[src/rtl/scalar_kalman_filter_int_unit_defines.svh]
// ---------------------------------------------------------------------------
// Assertion macros for the scalar Kalman filter unit
// Shared property forms, clocked on clk_i with reset rst_ni.
// ---------------------------------------------------------------------------
`ifndef SCALAR_KALMAN_FILTER_INT_UNIT_DEFINES_SVH
`define SCALAR_KALMAN_FILTER_INT_UNIT_DEFINES_SVH

// Same-cycle implication.
`define SKF_ASSERT_NOW(label, ante, cons) \
  label: assert property (@(posedge clk_i) disable iff (!rst_ni) (ante) |-> (cons)) \
    else $error("skf assertion failed");

// Next-cycle implication.
`define SKF_ASSERT_NEXT(label, ante, cons) \
  label: assert property (@(posedge clk_i) disable iff (!rst_ni) (ante) |=> (cons)) \
    else $error("skf assertion failed");

`endif

[src/rtl/skf_pkg.sv]
// ---------------------------------------------------------------------------
// skf_pkg
// Widths, constants and types for the scalar Kalman filter unit.
// ---------------------------------------------------------------------------
package skf_pkg;

  // Gain scale is a power of two: 2**GAIN_LOG2.
  localparam int unsigned GAIN_LOG2  = 10;
  localparam int unsigned GAIN_SCALE = 1 << GAIN_LOG2;
  localparam int unsigned K_W        = GAIN_LOG2 + 1;      // k in 0..GAIN_SCALE
  localparam int unsigned GAIN_W     = 11;                 // gain port width
  localparam int unsigned VAL_W      = 16;
  localparam int unsigned ERR_W      = VAL_W + 1;
  localparam int unsigned CFG_W      = 16;
  localparam int unsigned VAR_W      = 18;
  localparam int unsigned DEN_W      = VAR_W + 1;
  localparam int unsigned MB_W       = VAR_W + 1;          // signed mult operand
  localparam int unsigned PROD_W     = K_W + 1 + MB_W;
  localparam int unsigned CNT_W      = $clog2(K_W + 1);

  localparam logic [VAR_W-1:0] VAR_MAX     = {VAR_W{1'b1}};
  localparam logic [CFG_W-1:0] Q_RESET     = CFG_W'(1);
  localparam logic [CFG_W-1:0] R_RESET     = CFG_W'(100);

  typedef enum logic {
    CFG_PROCESS_NOISE     = 1'b0,
    CFG_MEASUREMENT_NOISE = 1'b1
  } cfg_idx_e;

  typedef enum logic [2:0] {
    ST_IDLE,
    ST_ADDQ,
    ST_START,
    ST_DIV,
    ST_MULX,
    ST_MULP,
    ST_VARUPD,
    ST_DONE
  } state_e;

endpackage

[src/rtl/skf_div.sv]
// ---------------------------------------------------------------------------
// skf_div
// Restoring divider for the gain: p * GAIN_SCALE / max(p + r, 1), one
// quotient bit per cycle.
// ---------------------------------------------------------------------------
module skf_div import skf_pkg::*; (
  input  logic             clk_i,
  input  logic             rst_ni,
  input  logic             start_i,
  input  logic [VAR_W-1:0] p_i,
  input  logic [CFG_W-1:0] r_i,
  output logic             done_o,
  output logic [K_W-1:0]   quo_o
);

  logic [DEN_W-1:0] den_q, rem_q, rem_d;
  logic [K_W-1:0]   nlo_q, quo_q;
  logic [CNT_W-1:0] cnt_q;
  logic             done_q;
  logic [DEN_W-1:0] den_sum, den_start;
  logic [DEN_W:0]   rem_sh, diff;
  logic             ge;

  assign den_sum   = DEN_W'(p_i) + DEN_W'(r_i);
  assign den_start = (den_sum == '0) ? DEN_W'(1) : den_sum;

  // quotient fits K_W bits since p <= den, so the top of the dividend
  // (p >> 1) is already below the divisor
  assign rem_sh = {rem_q, nlo_q[K_W-1]};
  assign diff   = rem_sh - {1'b0, den_q};
  assign ge     = !diff[DEN_W];
  assign rem_d  = ge ? diff[DEN_W-1:0] : rem_sh[DEN_W-1:0];

  always_ff @(posedge clk_i or negedge rst_ni) begin
    if (!rst_ni) begin
      cnt_q  <= '0;
      done_q <= 1'b0;
    end else begin
      done_q <= (cnt_q == CNT_W'(1));
      if (start_i) begin
        cnt_q <= CNT_W'(K_W);
      end else if (cnt_q != '0) begin
        cnt_q <= cnt_q - CNT_W'(1);
      end
    end
  end

  always_ff @(posedge clk_i) begin
    if (start_i) begin
      den_q <= den_start;
      rem_q <= DEN_W'(p_i) >> 1;
      nlo_q <= {p_i[0], {(K_W-1){1'b0}}};
      quo_q <= '0;
    end else if (cnt_q != '0) begin
      rem_q <= rem_d;
      nlo_q <= nlo_q << 1;
      quo_q <= {quo_q[K_W-2:0], ge};
    end
  end

  assign done_o = done_q;
  assign quo_o  = quo_q;

endmodule

[src/rtl/scalar_kalman_filter_int_unit.sv]
// ---------------------------------------------------------------------------
// scalar_kalman_filter_int_unit
// One-dimensional integer Kalman filter for encoder speed samples.
// ---------------------------------------------------------------------------
//
//  channel   direction  handshake              payload
//  in        request    in_valid_i/in_stall_o  mode_i, value_i
//  out       result     out_valid_o/out_stall_i estimate_o, gain_o
//  cfg       write      cfg_valid_i/cfg_ready_o cfg_index_i, cfg_data_i
//
//  An update request goes from accept to result register through ST_ADDQ
//  (add q), ST_START (start the divider), ST_DIV (divide), two passes
//  through the shared multiplier (ST_MULX, ST_MULP), ST_VARUPD (write p
//  back) and ST_DONE (load the result); the next request is taken in ST_IDLE.
//  A reset request (mode 1) goes from ST_IDLE straight to ST_DONE instead.
//  The input side accepts only while the sequencer is idle; a result held
//  by out_stall_i blocks only the final write, the next request waits.
//  Reset: q = 1, r = 100, estimate = 0, variance = 100.
//
module scalar_kalman_filter_int_unit import skf_pkg::*; (
  input  logic                    clk_i,
  input  logic                    rst_ni,
  // request channel
  input  logic                    in_valid_i,
  output logic                    in_stall_o,
  input  logic                    mode_i,
  input  logic signed [VAL_W-1:0] value_i,
  // result channel
  output logic                    out_valid_o,
  input  logic                    out_stall_i,
  output logic signed [VAL_W-1:0] estimate_o,
  output logic [GAIN_W-1:0]       gain_o,
  // configuration write channel
  input  logic                    cfg_valid_i,
  output logic                    cfg_ready_o,
  input  logic                    cfg_index_i,
  input  logic [CFG_W-1:0]        cfg_data_i
);

`include "scalar_kalman_filter_int_unit_defines.svh"

  state_e state_q, state_d;

  // configuration and filter state
  logic [CFG_W-1:0]        q_q, r_q;
  logic signed [VAL_W-1:0] est_q, est_d;
  logic [VAR_W-1:0]        var_q, var_d;

  // per-request working registers
  logic signed [VAL_W-1:0]  val_q;
  logic [VAR_W-1:0]         p_q;
  logic signed [ERR_W-1:0]  err_q;
  logic [K_W-1:0]           k_q;
  logic signed [PROD_W-1:0] prod_q;

  // result register
  logic                     out_valid_q;
  logic signed [VAL_W-1:0]  out_est_q;
  logic [GAIN_W-1:0]        out_gain_q;

  logic in_acc, out_free, div_start, div_done;
  logic [K_W-1:0] div_quo;

  logic [VAR_W:0]           p_sum;
  logic [VAR_W-1:0]         p_sat;
  logic signed [ERR_W-1:0]  err_new;
  logic [K_W-1:0]           mul_a;
  logic signed [MB_W-1:0]   mul_b;
  logic signed [PROD_W-1:0] mul_p, prod_adj, prod_shr;
  logic [K_W+GAIN_W-1:0]    k_ext;

  assign in_stall_o  = (state_q != ST_IDLE);
  assign in_acc      = in_valid_i && !in_stall_o;
  assign out_free    = !out_valid_q || !out_stall_i;
  assign cfg_ready_o = 1'b1;

  // p + q, saturated to the variance width
  assign p_sum   = (VAR_W+1)'(var_q) + (VAR_W+1)'(q_q);
  assign p_sat   = p_sum[VAR_W] ? VAR_MAX : p_sum[VAR_W-1:0];
  assign err_new = ERR_W'(val_q) - ERR_W'(est_q);

  // shared multiplier: k*err first, then (GAIN_SCALE-k)*p
  always_comb begin
    if (state_q == ST_MULP) begin
      mul_a = K_W'(GAIN_SCALE) - k_q;
      mul_b = $signed({1'b0, p_q});
    end else begin
      mul_a = k_q;
      mul_b = MB_W'(err_q);
    end
  end
  assign mul_p = PROD_W'($signed({1'b0, mul_a}) * mul_b);

  // divide by GAIN_SCALE truncating toward zero: bias negatives first
  assign prod_adj = prod_q + (prod_q[PROD_W-1] ? PROD_W'(GAIN_SCALE - 1) : PROD_W'(0));
  assign prod_shr = prod_adj >>> GAIN_LOG2;

  assign div_start = (state_q == ST_START);

  skf_div u_div (
    .clk_i   (clk_i),
    .rst_ni  (rst_ni),
    .start_i (div_start),
    .p_i     (p_q),
    .r_i     (r_q),
    .done_o  (div_done),
    .quo_o   (div_quo)
  );

  always_comb begin
    state_d = state_q;
    est_d   = est_q;
    var_d   = var_q;
    unique case (state_q)
      ST_IDLE: begin
        if (in_acc) begin
          if (mode_i) begin
            est_d   = value_i;
            var_d   = r_q;
            state_d = ST_DONE;
          end else begin
            state_d = ST_ADDQ;
          end
        end
      end
      ST_ADDQ:   state_d = ST_START;
      ST_START:  state_d = ST_DIV;
      ST_DIV: begin
        if (div_done) begin
          state_d = ST_MULX;
        end
      end
      ST_MULX:   state_d = ST_MULP;
      ST_MULP: begin
        // new estimate lies between old estimate and measurement
        est_d   = est_q + prod_shr[VAL_W-1:0];
        state_d = ST_VARUPD;
      end
      ST_VARUPD: begin
        var_d   = prod_q[GAIN_LOG2 +: VAR_W];
        state_d = ST_DONE;
      end
      ST_DONE: begin
        if (out_free) begin
          state_d = ST_IDLE;
        end
      end
      default:   state_d = ST_IDLE;
    endcase
  end

  always_ff @(posedge clk_i or negedge rst_ni) begin
    if (!rst_ni) begin
      state_q     <= ST_IDLE;
      q_q         <= Q_RESET;
      r_q         <= R_RESET;
      est_q       <= '0;
      var_q       <= VAR_W'(R_RESET);
      out_valid_q <= 1'b0;
    end else begin
      state_q <= state_d;
      est_q   <= est_d;
      var_q   <= var_d;
      if (cfg_valid_i && cfg_ready_o) begin
        unique case (cfg_index_i)
          CFG_PROCESS_NOISE:     q_q <= cfg_data_i;
          CFG_MEASUREMENT_NOISE: r_q <= cfg_data_i;
          default:               q_q <= q_q;
        endcase
      end
      if (state_q == ST_DONE && out_free) begin
        out_valid_q <= 1'b1;
      end else if (!out_stall_i) begin
        out_valid_q <= 1'b0;
      end
    end
  end

  assign k_ext = {{GAIN_W{1'b0}}, k_q};

  always_ff @(posedge clk_i) begin
    if (in_acc) begin
      val_q <= value_i;
      if (mode_i) begin
        k_q <= '0;
      end
    end
    if (state_q == ST_ADDQ) begin
      p_q   <= p_sat;
      err_q <= err_new;
    end
    if (state_q == ST_DIV && div_done) begin
      k_q <= div_quo;
    end
    if (state_q == ST_MULX || state_q == ST_MULP) begin
      prod_q <= mul_p;
    end
    if (state_q == ST_DONE && out_free) begin
      out_est_q  <= est_q;
      out_gain_q <= k_ext[GAIN_W-1:0];
    end
  end

  assign out_valid_o = out_valid_q;
  assign estimate_o  = out_est_q;
  assign gain_o      = out_gain_q;

  // an accepted request always leaves the sequencer busy next cycle
  `SKF_ASSERT_NEXT(a_busy_after_accept, in_acc, in_stall_o)
  // the divider only finishes while the sequencer waits on it
  `SKF_ASSERT_NOW(a_div_done_in_div, div_done, state_q == ST_DIV)
  // gain never exceeds the scale when it is written to the result
  `SKF_ASSERT_NOW(a_gain_bound, state_q == ST_DONE, k_q <= K_W'(GAIN_SCALE))
  // a reset request reloads the variance with r
  `SKF_ASSERT_NEXT(a_reset_reload, in_acc && mode_i, var_q == VAR_W'($past(r_q)))

endmodule

[config.mk]
export PLATFORM = sky130hd
export DESIGN_NAME = scalar_kalman_filter_int_unit
export DESIGN_NICKNAME = d
export VERILOG_FILES = /design/src/rtl/skf_pkg.sv /design/src/rtl/skf_div.sv /design/src/rtl/scalar_kalman_filter_int_unit.sv
export VERILOG_INCLUDE_DIRS = /design/src /design/src/rtl
export SDC_FILE = /design/constraint.sdc
export NUM_CORES = 1
export LEC_CHECK = 0
export ABC_AREA = 1
export ABC_CLOCK_PERIOD_IN_PS = 7020
export BUFFER_PORTS_ARGS = -buffer_cell sky130_fd_sc_hd__buf_4
export CAP_MARGIN = 5
export CORE_ASPECT_RATIO = 1.4
export CORE_MARGIN = 1
export CORE_UTILIZATION = 48
export DETAILED_ROUTE_END_ITERATION = 10
export PLACE_DENSITY = 0.71
export REMOVE_ABC_BUFFERS = 1
export SYNTH_ARGS = -nofsm -noshare
export SYNTH_HDL_FRONTEND = slang
export SYNTH_SLANG_ARGS = --single-unit
export TNS_END_PERCENT = 5
[constraint.sdc]
create_clock -name clk_i -period 7.02 [get_ports clk_i]
set_clock_uncertainty 0.05 [all_clocks]
set_input_delay 0.351 -clock clk_i [delete_from_list [all_inputs] [get_ports clk_i]]
set_output_delay 0.351 -clock clk_i [all_outputs]
set_load 0.1 [all_outputs]
After elaboration in Yosys (flattened, before gate mapping)
Index checks and enable logic that the tools add are counted.
{"block": "op_classes", "addsub": 8, "multipliers": 1, "n_div": 0, "magnitude_cmp": 0, "n_eq_ne": 13, "shift": 0, "mux": 26, "bitwise": 1, "n_reduce_logical": 24}
{"cell": "$mux 11", "count": 6}
{"cell": "$add 18x16->19", "count": 2}
{"cell": "$mux 19", "count": 2}
{"cell": "$mux 18", "count": 2}
{"cell": "$pmux 18 s2", "count": 1}
{"cell": "$mux 17", "count": 2}
{"cell": "$mux 16", "count": 2}
{"cell": "$pmux 16 s2", "count": 1}
{"cell": "$mul 12x19->31", "count": 1}
{"cell": "$add 26x10->26", "count": 1}
{"cell": "$pmux 3 s8", "count": 1}
{"cell": "$sub 20x19->20", "count": 1}
{"cell": "$logic_not 19->1", "count": 1}
{"cell": "$sub 16x16->17", "count": 1}
{"cell": "$add 16x16->16", "count": 1}
{"cell": "$eq 3x3->1 const B", "count": 4}
{"cell": "$mux 3", "count": 4}
{"cell": "$sub 11x11->11 const A", "count": 1}
{"cell": "$mux 10", "count": 1}
{"cell": "$reduce_bool 2->1", "count": 5}
{"cell": "$reduce_and 3->1", "count": 3}
{"cell": "$mux 4", "count": 2}
{"cell": "$eq 3x2->1 const B", "count": 2}
{"cell": "$ne 2x2->1 const B", "count": 3}
{"cell": "13 further kinds", "count": 23}
{"block": "word_totals", "ff_bits": 245, "latchBits": 0, "mem_bits_rw": 0, "romBits": 0, "input_bits": 39, "word_cells": 93, "n_memories": 0}

Logic depth before layout (Yosys ltp)
Gate-level depths: netlist of run 1.
{"block": "depth", "word_depth": 5, "mapped_depth": 32, "depth_no_buf": 30}

By module
Synthesis of run 1 repeated with hierarchy kept, for this count alone.
{"block": "unflattened", "cells_unflattened": 2841, "hier_area_um2": 22756.8}
{"module": "scalar_kalman_filter_int_unit", "n_inst": 1, "cells_each": 2135, "area_per_inst_um2": 18067.3, "seq_area_each_um2": 5303.8}
{"module": "skf_div", "n_inst": 1, "cells_each": 706, "area_per_inst_um2": 4689.5, "seq_area_each_um2": 1496.4}

Worst setup path after synthesis of run 1
No wires, ideal clock.
{"block": "synth_timing", "path_type": "reg2reg", "from": "reg k_q[0]", "to": "reg prod_q[15], data pin", "setup_ns": 0.253, "t_arrival_ns": 5.631, "required_ns": 6.717, "path_slack_ns": 1.086, "path_stages_with_launch": 26, "n_path_buf": 2, "period_less_slack_ns": 5.934, "cell_sequence": "edfxtp_1 -> clkbuf_2 -> inv_1 -> ha_1 -> inv_1 -> nor2_1 -> nand2_1 -> nand2_1 -> xor2_1 -> buf_2 -> nand2_1 -> fa_1 -> fa_1 -> inv_1 -> fa_1 -> fa_1 -> inv_1 -> fa_1 -> inv_1 -> ha_1 -> nand2_1 -> nor2_1 -> inv_1 -> or4_1 -> nand4_1 -> nand2_1"}
{"block": "synth_via", "elab_chain_len": 3}
{"element": "from (decl)", "line_no": "scalar_kalman_filter_int_unit.sv:53", "source": "logic [K_W-1:0] k_q;"}
{"element": "from (signal assigned)", "line_no": "scalar_kalman_filter_int_unit.sv:193", "source": "k_q <= div_quo;"}
{"element": "$sub 11x11->11", "line_no": "scalar_kalman_filter_int_unit.sv:85", "source": "mul_a = K_W'(GAIN_SCALE) - k_q;"}
{"element": "$mux 11 *", "line_no": "scalar_kalman_filter_int_unit.sv:84", "source": "if (state_q == ST_MULP) begin"}
{"element": "$mul 12x19->31 *", "line_no": "scalar_kalman_filter_int_unit.sv:92", "source": "assign mul_p = PROD_W'($signed({1'b0, mul_a}) * mul_b);"}
{"element": "via mul_p[15]", "line_no": "scalar_kalman_filter_int_unit.sv:69", "source": "logic signed [PROD_W-1:0] mul_p, prod_adj, prod_shr;"}
{"element": "to (signal assigned)", "line_no": "scalar_kalman_filter_int_unit.sv:196", "source": "prod_q <= mul_p;"}
{"element": "to (decl)", "line_no": "scalar_kalman_filter_int_unit.sv:54", "source": "logic signed [PROD_W-1:0] prod_q;"}
Mark *: on every way through the listed nets, which the timed path passes. The rest lies on a longest branch.
A chain may end at the register's enable or synchronous reset.

Final worst setup path of run 1
{"block": "layout_timing", "from": "reg state_q[1]", "to": "reg prod_q[24], data pin"}
{"block": "layout_via", "elab_chain_len": 3, "elab_cells_between_ends": 4}
{"element": "from (decl)", "line_no": "scalar_kalman_filter_int_unit.sv:42", "source": "state_e state_q, state_d;"}
{"element": "from (signal assigned)", "line_no": "scalar_kalman_filter_int_unit.sv:161", "source": "state_q <= state_d;"}
{"element": "$eq 3x3->1 *", "line_no": "scalar_kalman_filter_int_unit.sv:84"}
{"element": "$mux 11 or $mux 19 (tied branches)", "line_no": "scalar_kalman_filter_int_unit.sv:84"}
{"element": "$mul 12x19->31 *", "line_no": "scalar_kalman_filter_int_unit.sv:92"}
{"element": "via mul_p[24]", "line_no": "scalar_kalman_filter_int_unit.sv:69"}
Marks and branches as above.

==> results of run 1 <==
[registers in the layout, indices dropped and copies added, names as in the netlist, 17 cells and up]
register / cells
var_q: 18
err_q: 17
prod_q: 29
u_div.den_q: 19
p_q: 18
u_div.rem_q: 19
[report_power, final]
group / internal, mW / total [mW] / switching [mW]
clock network: 0.824 / 1.44 / 0.617
registers: 1.55 / 1.58 / 0.0294
logic: 0.147 / 0.406 / 0.259
total: 2.53 / 3.43 / 0.906
[repair_timing]
action,CTS,global route
hold buffers,24,0
endpoints found under the hold margin,35,0
gates resized for setup,0,0
[stage by stage]
stage / instance area (um2) / power [mW] / util
3_3_place_gp: 23500 / 2.00 / 0.512
5_1_grt: 24700 / 3.55 / 0.537
3_5_place_dp: 23500 / 2.00 / 0.512
4_1_cts: 24700 / 3.45 / 0.537
6_report: 24700 / 3.43 / 0.537
2_1_floorplan: 22100 / 1.87 / -
[kinds of logic after synthesis]
| group | Yosys count | synth area share |
|---|---|---|
| buffers and inverters | 615 | 0.106 |
| DFF | 243 | 0.305 |
| and+or+nand+nor | 1114 | 0.207 |
| adders and majority gates | 360 | 0.267 |
| xor gates and xnor gates | 85 | 0.0334 |
| AOI/OAI and AO/OA | 320 | 0.0818 |
| other | 1 | 0.000168 |
[how the worst max path moves through the flow]
stage	startpoint	to	slack [ns]	cells after the start
floorplan	state_q[2]$_DFFE_PN0P_	prod_q[15]$_DFFE_PP_	-0.05	20
finish	state_q[1]$_DFFE_PN0P_	prod_q[24]$_DFFE_PP_	0.48	24
detailed placement	k_q[0]$_SDFFCE_PN0P_	prod_q[26]$_DFFE_PP_	0.59	25
global route	k_q[0]$_SDFFCE_PN0P_	prod_q[20]$_DFFE_PP_	0.12	25
global placement	k_q[0]$_SDFFCE_PN0P_	prod_q[26]$_DFFE_PP_	0.68	25
CTS	k_q[0]$_SDFFCE_PN0P_	prod_q[24]$_DFFE_PP_	0.59	25
[cells in the final DEF, fill, tap and decap left out, types with 7 or more instances in the layout]
cell	count
a21o_1	16
a21oi_1	104
a31oi_1	27
buf_4	87
clkbuf_16	26
dfrtp_1	68
dfstp_2	7
dfxtp_1	13
dlygate4sd3_1	24
edfxtp_1	155
fa_1	193
ha_1	167
inv_1	560
nand2_1	654
nand3_1	141
nand3b_1	20
nand4_1	31
nor2_1	217
nor3_1	20
o21ai_0	100
o21ai_1	9
o21ai_2	11
o21bai_1	12
o22ai_1	18
xnor2_1	43
xor2_1	42
[cell type report]
type	count	share of cell area
Clock buffer	33	0.0282
Clock inverter	15	0.00786
Inverter	565	0.0859
Multi-Input combinational cell	1880	0.534
Sequential cell	243	0.276
Tap cell	617	0.0313
Timing Repair Buffer	112	0.0370
[routing by layer]
layer,wire [um],vias to the layer above,track usage
met3,3250,203,0.0351
met4,4020,0,0.164
met5,0,-,0
met1,23100,9006,0.310
li1,-,8821,-
met2,33600,626,0.511
[worst register-to-register path: stages (launching register included)]
cell	delay (ns)
dfrtp_1	0.41
inv_1	0.10
ha_1	0.18
nand2_2	0.18
buf_12	0.23
o21ai_2	0.73
nand2_1	0.19
fa_1	0.58
inv_1	0.06
fa_1	0.47
fa_1	0.54
fa_1	0.57
inv_1	0.07
fa_1	0.53
inv_1	0.05
ha_1	0.37
a21o_1	0.19
a31oi_1	0.22
o21ai_0	0.16
inv_1	0.08
nand2_1	0.10
nand2_1	0.10
nand2_1	0.05
nand2_1	0.07
nand2_1	0.05
==> impl_metrics.yaml, run 1 <==
run_status:
  status: "finished, final reports clean"
grt:
  antenna_found_initial: 0
  grt_pass1_wl_mm: 102
  overflow: 0
  grtUsageTotal: 0.281
  grt_max_degree: 68
  grt_pass1_vias: 19383
timing:
  tns_ns: 0
  worst_pin_slew_ns: 1.20
  slew_violations: 0
  worst_slack_ns: 0.478
  final.min_clock_period_ns: 6.54
  rsz0062_at_grt: "no"
  fin_hold_ws_ns: 0.0294
  setup_violations: 0
  max_clock_freq_mhz: 153
  hold_viol_final: 0
  relSlewSlack: 0.197
  min_period_over_period: 0.932
job:
  maxCapViolations: 0
synth:
  ys.flop_type: "edfxtp_1"
  ys_seq_elements: 243
  syn_inst: 2738
  ys_types: 52
  yosysTopAreaCell: "edfxtp_1"
  synth_most_common_cell: "nand2_1"
  synth_top_area_frac: 0.209
  async_reset_ff_frac: 0.309
  synth_enable_flop_cells: 155
  ys_top_cells_by_area: "edfxtp_1 (21%), fa_1 (17%), nand2_1 (11%)"
  synthTopCellsByCount: "nand2_1 (654), inv_1 (560), nor2_1 (220), fa_1 (193), ha_1 (167)"
  seq_area_frac_synth: 0.305
  avgSynthCellArea_um2: 8.15
  yosys_warnings: 0
  netlist_area_um2: 22300
placement:
  place_ws_ns: 0.585
  dpl.hpwl_mm: 52.3
  io_buffers: 67
  gp_congestion: 0.993
  dp.cells: 3393
floorplan:
  core_um2: 46000
  fp-row-count: 93
  die_h_um: 257
  dieArea_um2: 47400
  die_x_um: 184
  ioPinCount: 69
  initial_core_util: 0.486
routing:
  ant_nets: 0
  vias_per_cell: 5.38
  post_drt_wl_per_cell_um: 18.5
  dr.first_iter.drc_count: 1215
  wirelength_mm: 64.0
  firstDrtPassIters: 6
  vias: 18656
  drc: 0
critical_path:
  r2r_end: "prod_q[24]$_DFFE_PP_"
  critical_path_required_ns: 7.29
  start_kind: "flop"
  crit_arrival_ns: 6.81
  critPathMaxFanout: 44
  reg2reg_depth: 24
  slowest_stage: "o21ai_2"
  cpLargestDelayFamily: "adder cells"
  reg2reg_setup_slack_ns: 0.48
  crit_buf_inv: 6
  critPathMostFrequentCell: "nand2_1"
  cp_slowest_stage_delay_ns: 0.69
  end_kind: "flop"
  worstPathCellList: "inv_1 > ha_1 > nand2_2 > buf_12 > o21ai_2 > nand2_1 > fa_1 > inv_1 > fa_1 > fa_1 > fa_1 > inv_1 > fa_1 > inv_1 > ha_1 > a21o_1 > a31oi_1 > o21ai_0 > inv_1 > nand2_1 > nand2_1 > nand2_1 > nand2_1 > nand2_1"
  critPathKind: "flop to flop"
  reg2reg_from: "state_q[1]$_DFFE_PN0P_"
min_path:
  min_from: "cfg_data_i[8]"
  hold_end: "r_q[8]$_DFFE_PN0P_"
  min_path_cells: 3
  hold_class: "input pin to flop"
cells_and_area:
  regArea_um2: 6800
  stdcell_count: 3465
  n_antenna_cell: 0
  layout-drive-gt1-share: 0.0590
  multiInputGateArea_um2: 13200
  final_nets: 3227
  fillers: 4290
  syn_to_final_growth_pct: 10.6
clocking:
  cts_buffers: 26
  clk_pin_slew_ns: 0.07
  clkSinkCount: 243
  cts_tree: "done"
  post_cts_buffers: 0
  ctsRootBufferMaster: "clkbuf_16"
  htree_levels: 1
  clk_path_buf_depth: 3
  worstSkewPairLatency_ns: 0.58
power_and_ir_drop:
  power_density_nw_per_um2: 139
  ir_worst_vdd_mv: 0.175
  p_leak_nw: 12.4
Note: power is estimated with default switching activity, not from simulation.
==> run 2: changes to the inputs <==
--- a/config.mk
+++ b/config.mk
@@ -10,11 +10,13 @@
 export ABC_CLOCK_PERIOD_IN_PS = 7020
 export BUFFER_PORTS_ARGS = -buffer_cell sky130_fd_sc_hd__buf_4
 export CAP_MARGIN = 5
+export CELL_PAD_IN_SITES_DETAIL_PLACEMENT = 0
+export CELL_PAD_IN_SITES_GLOBAL_PLACEMENT = 1
 export CORE_ASPECT_RATIO = 1.4
 export CORE_MARGIN = 1
 export CORE_UTILIZATION = 48
 export DETAILED_ROUTE_END_ITERATION = 10
-export PLACE_DENSITY = 0.71
+export PLACE_DENSITY = 0.88
 export REMOVE_ABC_BUFFERS = 1
 export SYNTH_ARGS = -nofsm -noshare
 export SYNTH_HDL_FRONTEND = slang
==> constraint.sdc (replaced) <==
create_clock -name clk_i -period 7.02 [get_ports clk_i]
set_clock_uncertainty 0.05 [all_clocks]
set_input_delay 0.351 -clock clk_i [delete_from_list [all_inputs] [get_ports clk_i]]
set_output_delay 0.351 -clock clk_i [all_outputs]
set_load 0.05 [all_outputs]
==> run 2 against run 1 <==
The run now ends with design-rule violations left. Largest power group unchanged. Sequential cell count unchanged. Count of clock-buffer cells in the layout down 5. First-iteration DRC count down 3.4%. Core utilization decreased by 0.084 points. Via count fell by 0.95%. Worst setup slack lost 0.14 ns. Highest routed layer unchanged. Critical path depth is 1 higher. Sequential power about the same. Sequential share of layout area about the same.
==> impl_metrics.yaml, run 2 (synthesis gave the netlist of run 1 again) <==
run_status:
  status: "complete, but fails checks"
  violations: "design-rule violations"
critical_path:
  cp_slowest_stage_delay_ns: 0.61
  cpLargestDelayFamily: "adder cells"
  start_kind: "flop"
  critPathMostFrequentCell: "inv_1"
  cp_num_cells: 25
  slowest_stage: "o21ai_1"
  critPathKind: "flop to flop"
  critical_path_required_ns: 7.27
  crit_buf_inv: 8
  reg2reg_depth: 25
  critPathMaxFanout: 43
  crit_arrival_ns: 6.93
  end_kind: "flop"
grt:
  grt_max_degree: 76
  antenna_found_initial: 0
  overflow: 0
  grt_pass1_vias: 19036
  grtUsageTotal: 0.273
  grt_pass1_wl_mm: 99.8
power_and_ir_drop:
  power.switching_uw: 912
  p_sw_frac: 0.270
  ir_worst_vdd_mv: 0.186
  p_int_mw: 2.47
  power.total_mw: 3.38
  power_density_nw_per_um2: 137
  power_frac_clock: 0.414
  p_seq_frac: 0.468
  p_leak_nw: 12.4
  combPwrFrac: 0.117
clocking:
  clkSinkCount: 243
  post_cts_buffers: 0
  worstSkewPairLatency_ns: 0.57
  clk_path_buf_depth: 3
  htree_levels: 1
  cts_tree: "done"
  clk_pin_slew_ns: 0.07
  ctsRootBufferMaster: "clkbuf_16"
  cts_buffers: 26
placement:
  dpl.hpwl_mm: 50.8
  gp_congestion: 0.970
  io_buffers: 67
  placedInstanceArea_um2: 23500
routing:
  post_drt_wl_per_cell_um: 18.0
  vias_per_cell: 5.34
  ant_nets: 0
  drc: 2
  firstDrtPassIters: 8
  vias: 18478
  dr.first_iter.drc_count: 1174
  wirelength_mm: 62.4
cells_and_area:
  final_cell_mix: "nand2_1 (654), inv_1 (560), nor2_1 (217)"
  multiInputGateArea_um2: 13200
  layout_commonest_cell: "nand2_1"
  regArea_um2: 6800
  syn_to_final_growth_pct: 10.4
  final_area_um2: 24600
  final_nets: 3225
  largestRegisters: "prod_q x29, u_div.den_q x19, u_div.rem_q x19"
  n_antenna_cell: 0
  top_register: "prod_q"
  fillers: 4321
  layout-drive-gt1-share: 0.0573
  largest_register_ffs: 29
min_path:
  hold_class: "input pin to flop"
  min_path_cells: 3
timing:
  min_period_over_period: 0.951
  hold_viol_final: 0
  max_clock_freq_mhz: 150
  slew_violations: 0
  relSlewSlack: 0.231
  final.min_clock_period_ns: 6.68
  setup_violations: 0
  worst_pin_slew_ns: 1.15
  rsz0062_at_grt: "no"
floorplan:
  die_x_um: 184
  fp-row-count: 93
  initial_core_util: 0.486
  core_um2: 46000
  dieArea_um2: 47400
  ioPinCount: 69
  die_h_um: 257
job:
  maxCapViolations: 0
==> run 2: cell count changes in the layout (fill, tap and decap cells not counted), moves of 2 or more <==
cell,delta
clkinv_4,-2
clkbuf_1,-3
inv_6,+2
buf_4,-6
clkinv_1,+2
clkbuf_8,-2
dlygate4sd3_1,+4
==> run 2: worst reg2reg max path, cell delays in order, from the launching register on <==
cell,delay [ns]
dfrtp_1,0.40
inv_1,0.11
ha_1,0.19
nand2_2,0.19
buf_12,0.25
o21ai_1,0.64
inv_1,0.27
nor2_1,0.22
fa_1,0.42
inv_1,0.08
fa_1,0.42
inv_1,0.13
fa_1,0.44
fa_1,0.56
inv_1,0.06
fa_1,0.53
inv_1,0.05
ha_1,0.36
nand2_1,0.16
inv_1,0.07
a21oi_1,0.19
nand2_1,0.08
nand2_1,0.07
nand3_1,0.12
a21oi_1,0.24
xnor2_1,0.14
==> run 2: metrics by stage <==
stage	instances	hold slack, ns	setup WS, ns	TNS, ns	util
2_1_floorplan	2688	0.00541	-0.0549	-0.0549	-
3_3_place_gp	3387	0.380	0.488	0	0.511
3_5_place_dp	3387	0.382	0.375	0	0.511
4_1_cts	3463	0.0102	0.381	0	0.536
5_1_grt	3463	0.0370	0.0254	0	0.536
6_report	3463	0.0246	0.341	0	0.536
==> run 2: layer usage <==
layer	routed length, um	up-vias	track usage
met3	2380	152	0.0243
met5	0	-	0
met1	23900	9047	0.314
li1	-	8816	-
met4	3290	0	0.134
met2	32800	463	0.502
==> run 2: final timing paths <==
path	startpoint	endpoint	slack, ns
worst max register to register	state_q[1]$_DFFE_PN0P_	prod_q[23]$_DFFE_PP_	0.34
worst min register to register	u_div.cnt_q[3]$_DFFE_PN0P_	u_div.done_o$_DFF_PN0_	0.40
min in group asynchronous	rst_ni	est_q[11]$_DFFE_PN0P_	0.43
worst min-delay path	out_stall_i	out_valid_o$_DFFE_PN0P_	0.02
worst max-delay path	state_q[1]$_DFFE_PN0P_	prod_q[23]$_DFFE_PP_	0.34
max in group asynchronous	rst_ni	u_div.cnt_q[0]$_DFFE_PN0P_	5.75
==> run 2: what timing repair did <==
item / 4_1_cts / 5_1_grt
endpoints found under the setup margin: 0 / 0
hold buffers: 28 / 0
hold endpoints to repair: 102 / 0
gates resized for setup: 0 / 0
==> run 2: area by class of cell <==
class	instances	share of cell area
inverters	565	0.0861
flip-flops and latches	243	0.276
repair buffers	110	0.0369
clock inverters	20	0.00807
multi-input cells	1880	0.535
well taps	617	0.0313
clock buffers	28	0.0267
==> run 2: power by group through the flow <==
stage | combinational, mW | clock, mW | sequential [mW]
2_1_floorplan | 0.268 | 0 | 1.60
3_3_place_gp | 0.377 | 0 | 1.61
3_5_place_dp | 0.381 | 0 | 1.61
4_1_cts | 0.396 | 1.42 | 1.58
5_1_grt | 0.451 | 1.47 | 1.59
6_report | 0.397 | 1.40 | 1.58
